`config.mk`:
```
export PLATFORM = sky130hd
export DESIGN_NAME = button_press_classifier_flat
export DESIGN_NICKNAME = d
export VERILOG_FILES = /design/src/hdl/bpc_pkg.sv /design/src/hdl/bpc_if.sv /design/src/hdl/button_press_classifier.sv /design/src/flat_wrapper.sv
export SDC_FILE = /design/constraint.sdc
export NUM_CORES = 1
export LEC_CHECK = 0
export BUFFER_PORTS_ARGS = -buffer_cell sky130_fd_sc_hd__buf_2
export CAP_MARGIN = 20
export CORE_MARGIN = 8
export CORE_UTILIZATION = 43
export CTS_CLUSTER_DIAMETER = 100
export CTS_CLUSTER_SIZE = 10
export DETAILED_ROUTE_END_ITERATION = 16
export RECOVER_POWER = 25
export SYNTH_ARGS = -nofsm -noshare
export SYNTH_HDL_FRONTEND = slang
export SYNTH_SLANG_ARGS = --single-unit
```
`constraint.sdc`:
```
create_clock -name clock -period 7.8 [get_ports clock]
set_input_delay 0.78 -clock clock [delete_from_list [all_inputs] [get_ports clock]]
set_output_delay 0.78 -clock clock [all_outputs]
set_load 0.05 [all_outputs]
```
`src/hdl/bpc_pkg.sv`:
```
package bpc_pkg;

   // Fixed field widths.
   localparam int LEVELS_W  = 2;
   localparam int TIME_W    = 32;
   localparam int CFG_W     = 16;
   localparam int CSR_IDX_W = 2;
   localparam int EVENT_W   = 2;

   typedef logic [TIME_W-1:0]    time_type;
   typedef logic [CFG_W-1:0]     cfg_type;
   typedef logic [EVENT_W-1:0]   event_type;
   typedef logic [CSR_IDX_W-1:0] csr_idx_type;

   // Item operations.
   localparam logic OP_TICK  = 1'b0;
   localparam logic OP_CLEAR = 1'b1;

   // Latched event codes.
   localparam event_type EV_NONE   = 2'd0;
   localparam event_type EV_SHORT  = 2'd1;
   localparam event_type EV_LONG   = 2'd2;
   localparam event_type EV_DOUBLE = 2'd3;

   // Configuration register indexes.
   localparam csr_idx_type REG_DEBOUNCE   = 2'd0;
   localparam csr_idx_type REG_LONG_PRESS = 2'd1;
   localparam csr_idx_type REG_DOUBLE_GAP = 2'd2;

   // Configuration reset values.
   localparam cfg_type DEBOUNCE_RST   = 16'd5;
   localparam cfg_type LONG_PRESS_RST = 16'd100;
   localparam cfg_type DOUBLE_GAP_RST = 16'd30;

endpackage

```
`src/hdl/bpc_if.sv`:
```
// Tick or clear item channel.
interface bpc_req_if;
   logic                              valid;
   logic                              ready;
   logic                              op;
   logic [bpc_pkg::LEVELS_W-1:0]      button_levels;

   modport source (output valid, output op, output button_levels, input ready);
   modport sink   (input valid, input op, input button_levels, output ready);
endinterface

// Result channel carrying the latched event.
interface bpc_rsp_if;
   logic                   valid;
   logic                   ready;
   bpc_pkg::event_type     event_res;

   modport source (output valid, output event_res, input ready);
   modport sink   (input valid, input event_res, output ready);
endinterface

// Configuration write channel.
interface bpc_csr_if;
   logic                    valid;
   logic                    ready;
   bpc_pkg::csr_idx_type    index;
   bpc_pkg::cfg_type        data;

   modport source (output valid, output index, output data, input ready);
   modport sink   (input valid, input index, input data, output ready);
endinterface

```
`src/hdl/button_press_classifier.sv`:
```
// Debounced button classifier. Every accepted tick item advances a 32-bit tick count,
// samples the active-low button pins (button 0 first) and classifies each debounced
// release as a short, long or double press; the first such event is latched until a
// clear item arrives. Each item produces one result carrying the latched event. The block
// takes one item per cycle while its skid stage is empty: all per-button compares run
// in the cycle of the transfer and the result is registered, backed by a one-entry skid
// stage, so one more item is accepted while a result waits to be taken. Configuration
// writes are accepted in every cycle and should only be issued while the block is idle.
module button_press_classifier #(
   parameter int NUM_BUTTONS = 2
) (
   input  logic             clock,
   input  logic             reset,
   bpc_req_if.sink          req_if,
   bpc_rsp_if.source        rsp_if,
   bpc_csr_if.sink          csr_if
);

   // Configuration registers.
   bpc_pkg::cfg_type debounce_ff, long_press_ff, double_gap_ff;

   // Timing and button state.
   bpc_pkg::time_type  tick_count_ff, tick_count_in;
   logic               pressed_ff    [NUM_BUTTONS];
   logic               pressed_in    [NUM_BUTTONS];
   bpc_pkg::time_type  press_start_ff [NUM_BUTTONS];
   bpc_pkg::time_type  press_start_in [NUM_BUTTONS];
   bpc_pkg::time_type  last_change_ff [NUM_BUTTONS];
   bpc_pkg::time_type  last_change_in [NUM_BUTTONS];
   bpc_pkg::time_type  last_release_ff [NUM_BUTTONS];
   bpc_pkg::time_type  last_release_in [NUM_BUTTONS];
   logic               seen_ff       [NUM_BUTTONS];
   logic               seen_in       [NUM_BUTTONS];
   bpc_pkg::event_type held_event_ff, held_event_in;
   logic               event_taken_ff, event_taken_in;

   // Result register and skid stage.
   bpc_pkg::event_type head_ff, skid_ff;
   logic               head_valid_ff, skid_valid_ff;

   logic req_xfer;
   logic rsp_xfer;
   logic [NUM_BUTTONS+bpc_pkg::LEVELS_W-1:0] levels_ext;

   assign req_if.ready     = !skid_valid_ff;
   assign req_xfer         = req_if.valid && req_if.ready;
   assign rsp_xfer         = head_valid_ff && rsp_if.ready;
   assign rsp_if.valid     = head_valid_ff;
   assign rsp_if.event_res = head_ff;
   assign csr_if.ready     = 1'b1;

   // Buttons beyond the pin field read as pressed (level zero).
   assign levels_ext = {{NUM_BUTTONS{1'b0}}, req_if.button_levels};

   // Configuration register writes; unknown indexes are ignored.
   always_ff @(posedge clock) begin
      if (reset) begin
         debounce_ff   <= bpc_pkg::DEBOUNCE_RST;
         long_press_ff <= bpc_pkg::LONG_PRESS_RST;
         double_gap_ff <= bpc_pkg::DOUBLE_GAP_RST;
      end else if (csr_if.valid) begin
         case (csr_if.index)
            bpc_pkg::REG_DEBOUNCE:   debounce_ff   <= csr_if.data;
            bpc_pkg::REG_LONG_PRESS: long_press_ff <= csr_if.data;
            bpc_pkg::REG_DOUBLE_GAP: double_gap_ff <= csr_if.data;
            default: ;
         endcase
      end
   end

   // Per-item update: debounce, press timing and release classification.
   always_comb begin
      bpc_pkg::time_type  now;
      bpc_pkg::time_type  held;
      bpc_pkg::time_type  since;
      bpc_pkg::event_type ev;
      logic               pressed;

      now            = tick_count_ff + 1'b1;
      tick_count_in  = tick_count_ff;
      held_event_in  = held_event_ff;
      event_taken_in = event_taken_ff;
      held           = '0;
      since          = '0;
      ev             = bpc_pkg::EV_NONE;
      pressed        = 1'b0;
      for (int b = 0; b < NUM_BUTTONS; b++) begin
         pressed_in[b]      = pressed_ff[b];
         press_start_in[b]  = press_start_ff[b];
         last_change_in[b]  = last_change_ff[b];
         last_release_in[b] = last_release_ff[b];
         seen_in[b]         = seen_ff[b];
      end

      if (req_xfer) begin
         if (req_if.op == bpc_pkg::OP_CLEAR) begin
            held_event_in  = bpc_pkg::EV_NONE;
            event_taken_in = 1'b1;
         end else begin
            tick_count_in = now;
            for (int b = 0; b < NUM_BUTTONS; b++) begin
               pressed = !levels_ext[b];
               // A change counts only once the debounce window has expired.
               if ((now - last_change_ff[b]) >= {{(bpc_pkg::TIME_W-bpc_pkg::CFG_W){1'b0}},
                                                 debounce_ff} &&
                   pressed != pressed_ff[b]) begin
                  last_change_in[b] = now;
                  pressed_in[b]     = pressed;
                  if (pressed) begin
                     press_start_in[b] = now;
                  end else begin
                     held  = now - press_start_ff[b];
                     since = now - last_release_ff[b];
                     if (since < {{(bpc_pkg::TIME_W-bpc_pkg::CFG_W){1'b0}}, double_gap_ff} &&
                         seen_ff[b]) begin
                        ev         = bpc_pkg::EV_DOUBLE;
                        seen_in[b] = 1'b0;
                     end else begin
                        seen_in[b]         = 1'b1;
                        last_release_in[b] = now;
                        if (held >= {{(bpc_pkg::TIME_W-bpc_pkg::CFG_W){1'b0}}, long_press_ff})
                        begin
                           ev = bpc_pkg::EV_LONG;
                        end else begin
                           ev = bpc_pkg::EV_SHORT;
                        end
                     end
                     // Only the lowest-numbered release latches, and only when free.
                     if (event_taken_in) begin
                        held_event_in  = ev;
                        event_taken_in = 1'b0;
                     end
                  end
               end
            end
         end
      end
   end

   // State registers.
   always_ff @(posedge clock) begin
      if (reset) begin
         tick_count_ff  <= '0;
         held_event_ff  <= bpc_pkg::EV_NONE;
         event_taken_ff <= 1'b1;
         for (int b = 0; b < NUM_BUTTONS; b++) begin
            pressed_ff[b]      <= 1'b0;
            press_start_ff[b]  <= '0;
            last_change_ff[b]  <= '0;
            last_release_ff[b] <= '0;
            seen_ff[b]         <= 1'b0;
         end
      end else begin
         tick_count_ff  <= tick_count_in;
         held_event_ff  <= held_event_in;
         event_taken_ff <= event_taken_in;
         for (int b = 0; b < NUM_BUTTONS; b++) begin
            pressed_ff[b]      <= pressed_in[b];
            press_start_ff[b]  <= press_start_in[b];
            last_change_ff[b]  <= last_change_in[b];
            last_release_ff[b] <= last_release_in[b];
            seen_ff[b]         <= seen_in[b];
         end
      end
   end

   // Result register with a one-entry skid stage behind it.
   always_ff @(posedge clock) begin
      if (reset) begin
         head_valid_ff <= 1'b0;
         skid_valid_ff <= 1'b0;
      end else begin
         if (rsp_xfer) begin
            head_valid_ff <= skid_valid_ff || req_xfer;
            skid_valid_ff <= 1'b0;
         end else if (req_xfer) begin
            if (head_valid_ff) begin
               skid_valid_ff <= 1'b1;
            end else begin
               head_valid_ff <= 1'b1;
            end
         end
      end
   end

   always_ff @(posedge clock) begin
      if (rsp_xfer) begin
         head_ff <= skid_valid_ff ? skid_ff : held_event_in;
      end else if (req_xfer) begin
         if (head_valid_ff) begin
            skid_ff <= held_event_in;
         end else begin
            head_ff <= held_event_in;
         end
      end
   end

   // The skid stage only fills behind a waiting result.
   a_skid_behind_head: assert property (@(posedge clock) disable iff (reset)
      skid_valid_ff |-> head_valid_ff)
      else $error("skid entry valid without a result in the head register");

   // A held event and the taken flag always agree.
   a_event_flag: assert property (@(posedge clock) disable iff (reset)
      (held_event_ff == bpc_pkg::EV_NONE) == event_taken_ff)
      else $error("latched event and taken flag disagree");

   // A clear transfer leaves no event latched.
   a_clear: assert property (@(posedge clock) disable iff (reset)
      (req_xfer && req_if.op == bpc_pkg::OP_CLEAR) |=>
         (event_taken_ff && held_event_ff == bpc_pkg::EV_NONE))
      else $error("clear transfer did not release the latched event");

   // The tick count moves only on a tick transfer.
   a_tick_hold: assert property (@(posedge clock) disable iff (reset)
      !(req_xfer && req_if.op == bpc_pkg::OP_TICK) |=> $stable(tick_count_ff))
      else $error("tick count changed without a tick transfer");

endmodule
```
`src/flat_wrapper.sv`:
```
// flat-port wrapper written by rule: the top's interface ports become plain ports
module button_press_classifier_flat 
#(
   parameter int NUM_BUTTONS = 2
)
  (clock, reset, req_if_valid, req_if_op, req_if_button_levels, req_if_ready, rsp_if_valid, rsp_if_event_res, rsp_if_ready, csr_if_valid, csr_if_index, csr_if_data, csr_if_ready);
  bpc_req_if req_if_i ();
  bpc_rsp_if rsp_if_i ();
  bpc_csr_if csr_if_i ();
  input  logic clock;
  input  logic reset;
  input wire logic [$bits(req_if_i.valid)-1:0] req_if_valid;
  input wire logic [$bits(req_if_i.op)-1:0] req_if_op;
  input wire logic [$bits(req_if_i.button_levels)-1:0] req_if_button_levels;
  output wire logic [$bits(req_if_i.ready)-1:0] req_if_ready;
  output wire logic [$bits(rsp_if_i.valid)-1:0] rsp_if_valid;
  output wire logic [$bits(rsp_if_i.event_res)-1:0] rsp_if_event_res;
  input wire logic [$bits(rsp_if_i.ready)-1:0] rsp_if_ready;
  input wire logic [$bits(csr_if_i.valid)-1:0] csr_if_valid;
  input wire logic [$bits(csr_if_i.index)-1:0] csr_if_index;
  input wire logic [$bits(csr_if_i.data)-1:0] csr_if_data;
  output wire logic [$bits(csr_if_i.ready)-1:0] csr_if_ready;
  assign req_if_i.valid = req_if_valid;
  assign req_if_i.op = req_if_op;
  assign req_if_i.button_levels = req_if_button_levels;
  assign req_if_ready = req_if_i.ready;
  assign rsp_if_valid = rsp_if_i.valid;
  assign rsp_if_event_res = rsp_if_i.event_res;
  assign rsp_if_i.ready = rsp_if_ready;
  assign csr_if_i.valid = csr_if_valid;
  assign csr_if_i.index = csr_if_index;
  assign csr_if_i.data = csr_if_data;
  assign csr_if_ready = csr_if_i.ready;
  button_press_classifier #(.NUM_BUTTONS(NUM_BUTTONS)) u_core (.clock(clock), .reset(reset), .req_if(req_if_i), .rsp_if(rsp_if_i), .csr_if(csr_if_i));
endmodule
```
==> results.md, run 1 <==
* Ys Warns at 0
* Pleak at 12.1 nW
* Initial antenna violation count at 0
* H-tree depth at 2
* Highest Signal Layer: met4
* Synth async-reset ratio at 0
* Flop pwr share at 0.337
* CP startpoint kind: flop
* Top-count cell post-synth: nor2_1
* Post-layout min period at 7.25 ns
* Dpl hpwl at 63900 µm
* Power, Total at 0.00450 W
* Core area at 0.0578 mm²
* I/O pin total at 31
* Nets@finish at 3710
* Internal power at 0.00295 W
* Post-synth EDFFs at 4
* Vias in the first global route at 22500
* Switching Share at 0.345
* Max Slew Vio Count at 0
* Inserted Clock Buffers at 36
* Routed wl met3 at 4580 µm
* Synth top area cells: dfxtp_1, ha_1, a21oi_1
* Layout cell share with drive strength beyond 1 at 0.0635
* Clk buf depth at 3
* Status: finished, final reports clean
* Clock power share at 0.347
* Fin Setup TNS at 0 ns
* Final hold vios at 0
* Share of the synthesized area in the top cell type at 0.223
* Post-route ant nets at 0
* Initial Utilization at 0.436
* Sequential fraction of the synthesis area at 0.228
* CP endpoint kind: flop
* Fmax at 0.138 GHz
* Root buffer cell: clkbuf_16
* Vias at 24600
* Clock Latency Late Sink at 0.56 ns
* Port Buffers at 29
* Cell variety after synth at 89
* VDD IR max at 133 µV
* Via density per instance at 5.90
* Area growth syn-to-layout at 8.67%
* Worst-path maximum fanout at 7
* Max Clock Skew at 0.0193 ns
* Flops & latches, synth at 285
* Combinational fraction of design power at 0.316
* Hold slack final at 0.454 ns
* Postcts setup bufs at 0
* CP delay by family, top: simple AND/OR/NAND/NOR gates
* Tot GR Track Use at 0.242
* Area leader, netlist: dfxtp_1
* Power per standard cell area at 164 mW/mm²
* Final setup fails at 0
* Pre-CTS setup slack at 0.583 ns
* Critical path data arrival time at 7.56 ns
* Worst path required time at 8.11 ns
* Cell area after synthesis at 0.0252 mm²
* M1 wire length at 40300 µm
* Worst Slack Setup Final at 0.546 ns
* WP buf/inv at 1
* Max stage delay cell, worst path: xor2_2
* Post-Synthesis Cells at 3411
* Psw at 0.00155 W
* Die height at 258 µm
* Avg Cell Area, Syn at 7.39 µm²
* Rows at 88
* Tcrit/Tclk final at 0.930
* Slew @ Worst Pin at 1.29 ns
* Die area at 0.0666 mm²
* Max-cap viol count at 0
* RSZ-0062 raised after global routing: no
* First-pass GRT wire length at 130000 µm
* Post-DR wirelength/cell at 20.1 µm
* Ant. Diodes at 0
* Dpl cells at 4124
* Hold Crit Class: primary input to flop
* CP peak stage delay at 0.65 ns
* First DRT Iteration DRCs at 2170
* Post-synth top cells: nor2_1, a21oi_1, nand2_1
* Main synth FF type: dfxtp_1
* Non-Filler Instances at 4168
* Placer Congestion at 1.00
* Met2 wire length at 36200 µm
* Net count after synthesis at 3724
* Die width at 258 µm
* CTS tree: yes
* DRT Pass-1 Iters at 5
* Clk pin slew, worst setup/hold paths at 0.06 ns
* Largest net degree at the start of global routing at 159
* Setup CP Type: flop to flop
* Drc violations at 0
* Grt total ovfl at 0
* WL final at 83800 µm
* Slew margin rel. at 0.138
* Sink Count at 285
[registers in the layout, summed over array words and instances, names as in the netlist, 2 cells and up]
register                 flops
u_core.double_gap_ff        16
u_core.skid_ff               2
u_core.tick_count_ff        32
u_core.last_change_ff       64
u_core.pressed_ff            2
u_core.last_release_ff      64
u_core.debounce_ff          16
u_core.seen_ff               2
u_core.press_start_ff       64
u_core.held_event_ff         2
u_core.long_press_ff        16
u_core.rsp_if.event_res      2
[per-layer routing]
| layer | up-vias | global-route usage |
|---|---|---|
| li1 | 12200 | - |
| met1 | 11500 | 0.346 |
| met2 | 760 | 0.379 |
| met3 | 137 | 0.0238 |
| met4 | 0 | 0.0784 |
| met5 | - | 0 |
[cells by family (layout without fill, tap and decap cells)]
family,after synthesis,in the layout,share of synthesized area
simple gates,1143,1143,0.213
compound gates,1058,1058,0.275
buf+inv,439,431,0.0676
fa+ha+maj,287,287,0.144
flops,285,285,0.228
xor+xnor,177,177,0.0627
mux,21,21,0.00859
other cells,1,1,0.000149
[power groups by stage]
stage / registers (W) / clock network (W) / logic [W]
after floorplan: 0.00155 / 0 / 0.00103
after global routing: 0.00152 / 0.00165 / 0.00157
final: 0.00152 / 0.00156 / 0.00142
after CTS: 0.00152 / 0.00160 / 0.00140
after global placement: 0.00155 / 0 / 0.00139
after detailed placement: 0.00155 / 0 / 0.00139
[cell type report]
class | count | area [µm²]
Fill cell | 5895 | 30400
Multi-Input combinational cell | 2687 | 17900
Sequential cell | 285 | 5750
Inverter | 288 | 1080
Clock buffer | 40 | 968
Tap cell | 765 | 957
Timing Repair Buffer | 99 | 717
Clock inverter | 4 | 42.5
[final timing paths]
check	start	to	slack, ns	cells past startpoint
hold reg to reg	u_core.debounce_ff[15]	u_core.debounce_ff[15]	0.45	2
setup reg to reg	u_core.tick_count_ff[1]	u_core.rsp_if.event_res[0]	0.55	25
setup / recovery	u_core.tick_count_ff[1]	u_core.rsp_if.event_res[0]	0.55	25
hold / removal	rsp_if_ready	u_core.skid_valid_ff	0.45	2
[repair_timing]
item	CTS	global route
hold buffers	0	0
gates resized for setup	0	4
setup endpoints to repair	0	4
[placed cells by master, fill, tap and decap left out, types with 26 or more instances in the layout]
| cell | instances |
|---|---|
| o211ai_1 | 31 |
| nor3_1 | 55 |
| nand3_1 | 67 |
| clkbuf_16 | 38 |
| and3_1 | 26 |
| o21ai_0 | 170 |
| nand2b_1 | 39 |
| dfxtp_1 | 281 |
| a21oi_1 | 336 |
| ha_1 | 281 |
| a211oi_1 | 149 |
| buf_4 | 64 |
| xor2_1 | 66 |
| nand2_1 | 331 |
| xnor2_1 | 97 |
| a21o_1 | 84 |
| nand4_1 | 62 |
| o21a_1 | 36 |
| nor2_1 | 389 |
| inv_1 | 288 |
| a31oi_1 | 34 |
[through the flow]
stage / cell area (µm²) / util
floorplan: 25200 / -
global route: 27400 / 0.474
global placement: 26400 / 0.456
finish: 27400 / 0.474
detailed placement: 26400 / 0.456
CTS: 27400 / 0.474
(Power assumes the default switching activity.)
==> inputs of run 2 (changes only) <==
ABC_AREA = 1   (was unset)
==> run 2 against run 1 <==
Net effect: the flow now finishes with violations (max-capacitance violations, max-slew violations); via count rose by 9.9%; combinational power grew 110%; first-iteration DRC count fell by 1.2%; register-to-register slack improved by 0.46 ns; die area is 4.8% higher; total power increased by 34%; cell count grew 24%.
==> results.md, run 2 <==
* Post-synth EDFFs at 4 (unchanged)
* Post-synth top cells: nand2_1, inv_1, a21oi_1
* Clk buf depth at 3 (unchanged)
* Pleak at 14.9 nW (+23%)
* Slew @ Worst Pin at 3.22 ns (+1.92 ns)
* Via density per instance at 5.23 (-11%)
* Power, Total at 0.00603 W (+34%)
* Final setup fails at 0 (unchanged)
* Ys Warns at 0 (unchanged)
* Core area at 0.0613 mm² (+6.0%)
* Worst path required time at 8.28 ns (+0.17 ns)
* Hold Crit Class: flop to flop
* Status: finished with violations
* Non-Filler Instances at 5171 (+24%)
* Most frequent cells in the layout: nand2_1, inv_1, a21oi_1
* Rows at 91 (+3.4%)
* Tcrit/Tclk final at 0.870 (-0.0596)
* Synth top area cells: dfxtp_1, nand2_1, ha_1
* First DRT Iteration DRCs at 2144 (-1.2%)
* Fmax at 0.147 GHz (+6.8%)
* Port Buffers at 29 (unchanged)
* Largest regs: u_core.last_change_ff x64, u_core.last_release_ff x64, u_core.press_start_ff x64
* RR Startpoint: u_core.tick_count_ff[0]
* Main synth FF type: dfxtp_1
* Area leader, netlist: dfxtp_1
* Cell mode on critical path: nand2_1
* Post-layout min period at 6.79 ns (-0.465 ns)
* Tot GR Track Use at 0.246 (+0.00438)
* Slew margin rel. at -1.14 (-1.28)
* Root buffer cell: clkbuf_16
* Final hold vios at 0 (unchanged)
* Worst-path maximum fanout at 31 (+24)
* Fin util at 0.466 (-0.00827)
* Post-Synthesis Cells at 4353 (+28%)
* Most common cell after layout, fill and taps aside: nand2_1
* Drc violations at 0 (unchanged)
* Sequential fraction of the synthesis area at 0.217 (-0.0110)
* Initial antenna violation count at 2 (+2)
* RSZ-0062 raised after global routing: no
* CP startpoint kind: flop
* Worst Hold End: u_core.last_change_ff[0][18]
* Setup CP Type: flop to flop
* Flops & latches, synth at 285 (unchanged)
* WL final at 88400 µm (+5.6%)
* DRT Pass-1 Iters at 6 (+1)
* Layout cell share with drive strength beyond 1 at 0.0379 (-0.0256)
* Dpl cells at 5122 (+24%)
* Clock Latency Late Sink at 0.56 ns (about the same)
* Critical path data arrival time at 7.27 ns (-0.29 ns)
* Inserted Clock Buffers at 36 (unchanged)
* I/O pin total at 31 (unchanged)
* Die height at 264 µm (+2.3%)
* Vias at 27000 (+9.9%)
* Largest net degree at the start of global routing at 86 (-46%)
* VDD IR max at 130 µV (-2.8%)
* Avg Cell Area, Syn at 6.08 µm² (-18%)
* Die width at 264 µm (+2.3%)
* CTS tree: yes
* R2R depth at 31 (+24%)
* Nets@finish at 4684 (+26%)
* Register Area at 0.00575 mm² (unchanged)
* Placer Congestion at 0.968 (-3.4%)
* CP endpoint kind: flop
* CTS resizes at 0 (unchanged)
* Hold Startpoint: u_core.last_change_ff[0][18]
* Net count after synthesis at 4666 (+25%)
* First-pass GRT wire length at 138000 µm (+6.2%)
* Failing checks: max-capacitance violations, max-slew violations
* Post-route ant nets at 0 (unchanged)
* RR Endpoint: u_core.last_release_ff[0][48]
* Dpl hpwl at 70000 µm (+9.7%)
* Max-cap viol count at 4 (+4)
* Fin Setup TNS at 0 ns (unchanged)
* Cell variety after synth at 56 (-37%)
* Cell area after synthesis at 0.0265 mm² (+5.1%)
* Grt total ovfl at 0 (unchanged)
* Share of the synthesized area in the top cell type at 0.212 (-0.0108)
* Multi-input combinational cell area at 0.0175 mm² (-2.0%)
* Synth async-reset ratio at 0 (unchanged)
* Max stage delay cell, worst path: dfxtp_1
* Post-DR wirelength/cell at 17.1 µm (-15%)
* Initial Utilization at 0.432 (-0.00369)
* Reg2Reg Setup Slack at 1.01 ns (+0.46 ns)
* Postcts setup bufs at 0 (unchanged)
* Clk pin slew, worst setup/hold paths at 0.06 ns (about the same)
* Hold_buf cts at 0 (unchanged)
* Area growth syn-to-layout at 7.69%
* Die area at 0.0698 mm² (+4.8%)
* Max Clock Skew at 0.0129 ns (-0.00639 ns)
* Power per standard cell area at 212 mW/mm² (+29%)
* Fillers at 6672 (+13%)
* Worst hold path depth at 2 (unchanged)
* CP peak stage delay at 0.70 ns (+0.05 ns)
* Max Slew Vio Count at 265 (+265)
* H-tree depth at 2 (unchanged)
* Sink Count at 285 (unchanged)
* Vias in the first global route at 24500 (+8.8%)
* Top-count cell post-synth: nand2_1
[run 2: changes by cell type after synthesis, sizes merged, moves of 31 or more]
| cell | delta |
|---|---|
| xnor2 | -94 |
| o21ai | +118 |
| inv | +473 |
| nand3 | +125 |
| a21o | -81 |
| clkbuf | -72 |
| nor2 | +31 |
| nand2 | +864 |
| nand2b | -40 |
| xor2 | +38 |
| a211oi | -117 |
| a21oi | +99 |
[run 2: layout make-up]
type / count / area share
clock inverter: 5 / 0.00154
antenna: 1 / 0.0000877
tap: 790 / 0.0347
multi-input combinational: 3221 / 0.614
timing repair buffer: 65 / 0.0142
clock buffer: 42 / 0.0335
sequential: 285 / 0.201
inverter: 762 / 0.100
[run 2: worst max-delay path by stage]
| stage | from | to | slack [ns] |
|---|---|---|---|
| detailed placement | u_core.tick_count_ff[0] | u_core.press_start_ff[0][26] | 1.13 |
| finish | u_core.tick_count_ff[0] | u_core.last_release_ff[0][48] | 1.01 |
| global route | u_core.tick_count_ff[0] | u_core.last_release_ff[0][48] | 0.29 |
| floorplan | u_core.tick_count_ff[0] | u_core.last_release_ff[0][51] | 3.16 |
| CTS | u_core.tick_count_ff[0] | u_core.press_start_ff[0][25] | 1.09 |
| global placement | u_core.tick_count_ff[0] | u_core.press_start_ff[0][26] | 1.20 |
[run 2: through the flow]
step / area, µm² / hold WS (ns) / setup slack (ns)
after floorplan: 26500 / 0.427 / 3.16
after global placement: 27500 / 0.445 / 1.20
after detailed placement: 27500 / 0.451 / 1.13
after CTS: 28500 / 0.460 / 1.09
after global routing: 28500 / 0.476 / 0.292
final: 28500 / 0.455 / 1.01
[run 2: cell families after synthesis]
| kind of cell | synth area share |
|---|---|
| xor gates and xnor gates | 0.0397 |
| DFF | 0.217 |
| buffers and inverters | 0.125 |
| AOI/OAI and AO/OA | 0.176 |
| other | 0.000142 |
| adders and majority gates | 0.137 |
| and+or+nand+nor | 0.305 |
[run 2: routing by layer]
layer | routed length (µm) | part of all wire | global-route usage
met4 | 3280 | 0.037 | 0.0889
met1 | 42600 | 0.48 | 0.350
met3 | 5340 | 0.060 | 0.0267
met5 | 0 | 0 | 0
met2 | 37200 | 0.42 | 0.382
[run 2: report_power, final]
part / total [W] / internal (W) / switching, W
clock: 0.00156 / 0.000863 / 0.000695
sequential: 0.00156 / 0.00152 / 0.0000318
combinational: 0.00292 / 0.000980 / 0.00194
total: 0.00603 / 0.00337 / 0.00267
[run 2: critical path, delay by kind of cell, from the launching register on]
kind,cells,cell delay [ns]
flip-flops,1,0.70
adder cells (fa/ha/maj),2,0.71
AO/OA/AOI/OAI,5,0.87
buffers and inverters,3,1.11
AND/OR/NAND/NOR,21,3.25
==> inputs of run 3 (changes only) <==
CELL_PAD_IN_SITES_DETAIL_PLACEMENT = 0   (was unset)
CELL_PAD_IN_SITES_GLOBAL_PLACEMENT = 1   (was unset)
PLACE_DENSITY_LB_ADDON = 0.1   (was unset)
==> run 3 against run 2 <==
Net effect: critical path type unchanged; sequential power about the same; fmax fell by 1.6%; largest cell class unchanged; combinational power is 3% higher; the run still ends with max-capacitance violations, max-slew violations left; utilization up 0.29 points; register-to-register slack got worse by 0.11 ns.
==> results.md, run 3 (synthesized netlist as in run 2, its figures left out) <==
* Hold_buf cts at 0 (unchanged)
* Worst path required time at 8.28 ns (about the same)
* Ant. Diodes at 0 (-1)
* Dpl hpwl at 79200 µm (+13%)
* Post-DR wirelength/cell at 19.2 µm (+12%)
* Via density per instance at 5.25 (+0.51%)
* Tcrit/Tclk final at 0.884 (+0.0140)
* Tot GR Track Use at 0.277 (+0.0303)
* CTS resizes at 0 (unchanged)
* Vias at 27200 (+0.77%)
* Most Crowded Layer GR: met2
* Crit path from: u_core.tick_count_ff[0]
* CP peak stage delay at 0.68 ns (-0.02 ns)
* Clk buf depth at 3 (unchanged)
* Critical path data arrival time at 7.38 ns (+0.11 ns)
* Clk pin slew, worst setup/hold paths at 0.06 ns (about the same)
* Post-route ant nets at 0 (unchanged)
* Max stage delay cell, worst path: dfxtp_1
* Fmax at 0.145 GHz (-1.6%)
* Drc violations at 0 (unchanged)
* I/O pin total at 31 (unchanged)
* Largest net degree at the start of global routing at 116 (+35%)
* Clock power share at 0.267 (+0.009)
* Largest regs: u_core.last_change_ff x64, u_core.last_release_ff x64, u_core.press_start_ff x64
* Final hold vios at 0 (unchanged)
* First-pass GRT wire length at 151000 µm (+9.1%)
* Initial Utilization at 0.432 (unchanged)
* WL final at 99400 µm (+12%)
* CTS tree: yes
* CP endpoint kind: flop
* Most common cell after layout, fill and taps aside: nand2_1
* Clock Latency Late Sink at 0.57 ns (about the same)
* Reg2Reg Setup Slack at 0.90 ns (-0.11 ns)
* Port Buffers at 29 (unchanged)
* Worst-path maximum fanout at 23 (-26%)
* Die height at 264 µm (unchanged)
* Initial antenna violation count at 1 (-1)
* Die area at 0.0698 mm² (unchanged)
* Root buffer cell: clkbuf_16
* Worst Slack Setup Final at 0.902 ns (-0.109 ns)
* WP buf/inv at 4 (+1)
* Setup CP Type: flop to flop
* Max Slew Vio Count at 313 (+18%)
* RR Endpoint: u_core.last_release_ff[0][49]
* GR Layer Usage met3 at 0.0465 (+0.0198)
* H-tree depth at 2 (unchanged)
* Max-cap viol count at 4 (unchanged)
* Layout cell share with drive strength beyond 1 at 0.0423 (+0.00443)
* Final setup fails at 0 (unchanged)
* Slew @ Worst Pin at 4.17 ns (+0.957 ns)
* Area growth syn-to-layout at 8.36%
* Sink Count at 285 (unchanged)
* Pleak at 15.0 nW (+0.67%)
* Critical Path End: u_core.last_release_ff[0][49]
* Rows at 91 (unchanged)
* Grt total ovfl at 0 (unchanged)
* Postcts setup bufs at 0 (unchanged)
* Status: finished with violations
* RR Startpoint: u_core.tick_count_ff[0]
* Vias in the first global route at 25500 (+3.9%)
* Flop pwr share at 0.250 (-0.008)
* Fin Setup TNS at 0 ns (unchanged)
* R2R depth at 31 (unchanged)
* Most frequent cells in the layout: nand2_1, inv_1, a21oi_1
* Failing checks: max-capacitance violations, max-slew violations
* Worst hold path depth at 2 (unchanged)
* CP startpoint kind: flop
* Placer Congestion at 0.968 (about the same)
* Levels on crit path at 31 (unchanged)
* Post-layout min period at 6.90 ns (+0.109 ns)
* Core area at 0.0613 mm² (unchanged)
* Met1 Usage GRT at 0.359 (+0.00878)
* Internal power at 0.00347 W (+3.1%)
* Max Clock Skew at 0.0254 ns (+0.0125 ns)
* CP delay by family, top: simple AND/OR/NAND/NOR gates
* Hold Crit Class: flop to flop
* Combinational fraction of design power at 0.483 (about the same)
* Die width at 264 µm (unchanged)
* Pre-CTS setup slack at 1.07 ns (-0.0556 ns)
* Power per standard cell area at 217 mW/mm² (+2.6%)
* Inserted Clock Buffers at 37 (+2.8%)
* DRT Pass-1 Iters at 6 (unchanged)
* Switching Share at 0.443 (+0.000870)
* RSZ-0062 raised after global routing: no
* VDD IR max at 145 µV (+12%)
* Psw at 0.00276 W (+3.5%)
* Nets@finish at 4695 (+0.23%)
* First DRT Iteration DRCs at 1892 (-12%)
* Met2 GRT Util at 0.448 (+0.0665)
* Hold slack final at 0.459 ns (+0.00344 ns)
* Slew margin rel. at -1.80 (-0.654)
## run 3: changes by cell type in the layout (fill, tap and decap cells not counted), moves of 2 or more
cell / change
clkbuf_8: +3
nor2_2: +2
clkinv_2: +2
inv_6: -4
clkinv_4: +2
buf_4: +10
clkbuf_1: -4
clkbuf_16: +2
nor2_1: -2
## run 3: worst min-delay path by stage
stage                                  start                            end  slack [ns]
5_1_grt        u_core.last_release_ff[0][20]  u_core.last_release_ff[0][20]        0.48
4_1_cts         u_core.last_change_ff[0][62]   u_core.last_change_ff[0][62]        0.46
6_report        u_core.last_change_ff[0][49]   u_core.last_change_ff[0][49]        0.46
3_5_place_dp   u_core.last_release_ff[0][44]  u_core.last_release_ff[0][44]        0.45
3_3_place_gp    u_core.last_change_ff[0][59]   u_core.last_change_ff[0][59]        0.45
2_1_floorplan   u_core.press_start_ff[0][32]   u_core.press_start_ff[0][32]        0.43
## run 3: cell type report
class                   count  area, µm²
fillers                  6628      32600
repair buffers             75        472
clock inverters             7       73.8
well taps                 790        988
flip-flops and latches    285       5750
multi-input cells        3221      17500
inverters                 762       2860
clock buffers              44       1030
## run 3: power by group through the flow
stage / Clock [W] / Combinational, W / Sequential (W)
after floorplan: 0 / 0.00215 / 0.00158
after global placement: 0 / 0.00296 / 0.00159
after detailed placement: 0 / 0.00296 / 0.00159
after CTS: 0.00170 / 0.00297 / 0.00156
after global routing: 0.00175 / 0.00340 / 0.00156
final: 0.00167 / 0.00301 / 0.00156
## run 3: per-stage QoR
step | area (µm²) | total power, W | instances | utilization
after CTS | 28700 | 0.00623 | 5184 | 0.469
after detailed placement | 27600 | 0.00455 | 5133 | 0.451
after floorplan | 26500 | 0.00373 | 4353 | -
after global routing | 28700 | 0.00672 | 5184 | 0.468
after global placement | 27600 | 0.00455 | 5133 | 0.451
final | 28700 | 0.00623 | 5184 | 0.468
## run 3: worst min-delay path: cells and delay by family (launching register included)
family | cells | cell delay, ns
DFF | 1 | 0.30
buffers and inverters | 1 | 0.06
AOI/OAI and AO/OA | 1 | 0.05
## run 3: routing by layer
metal  wire length (µm)  vias to the layer above
li1                   -                    14000
met1              45000                    12400
met2              43800                      690
met3               5630                      183
met4               4900                        0
met5                  0                        -
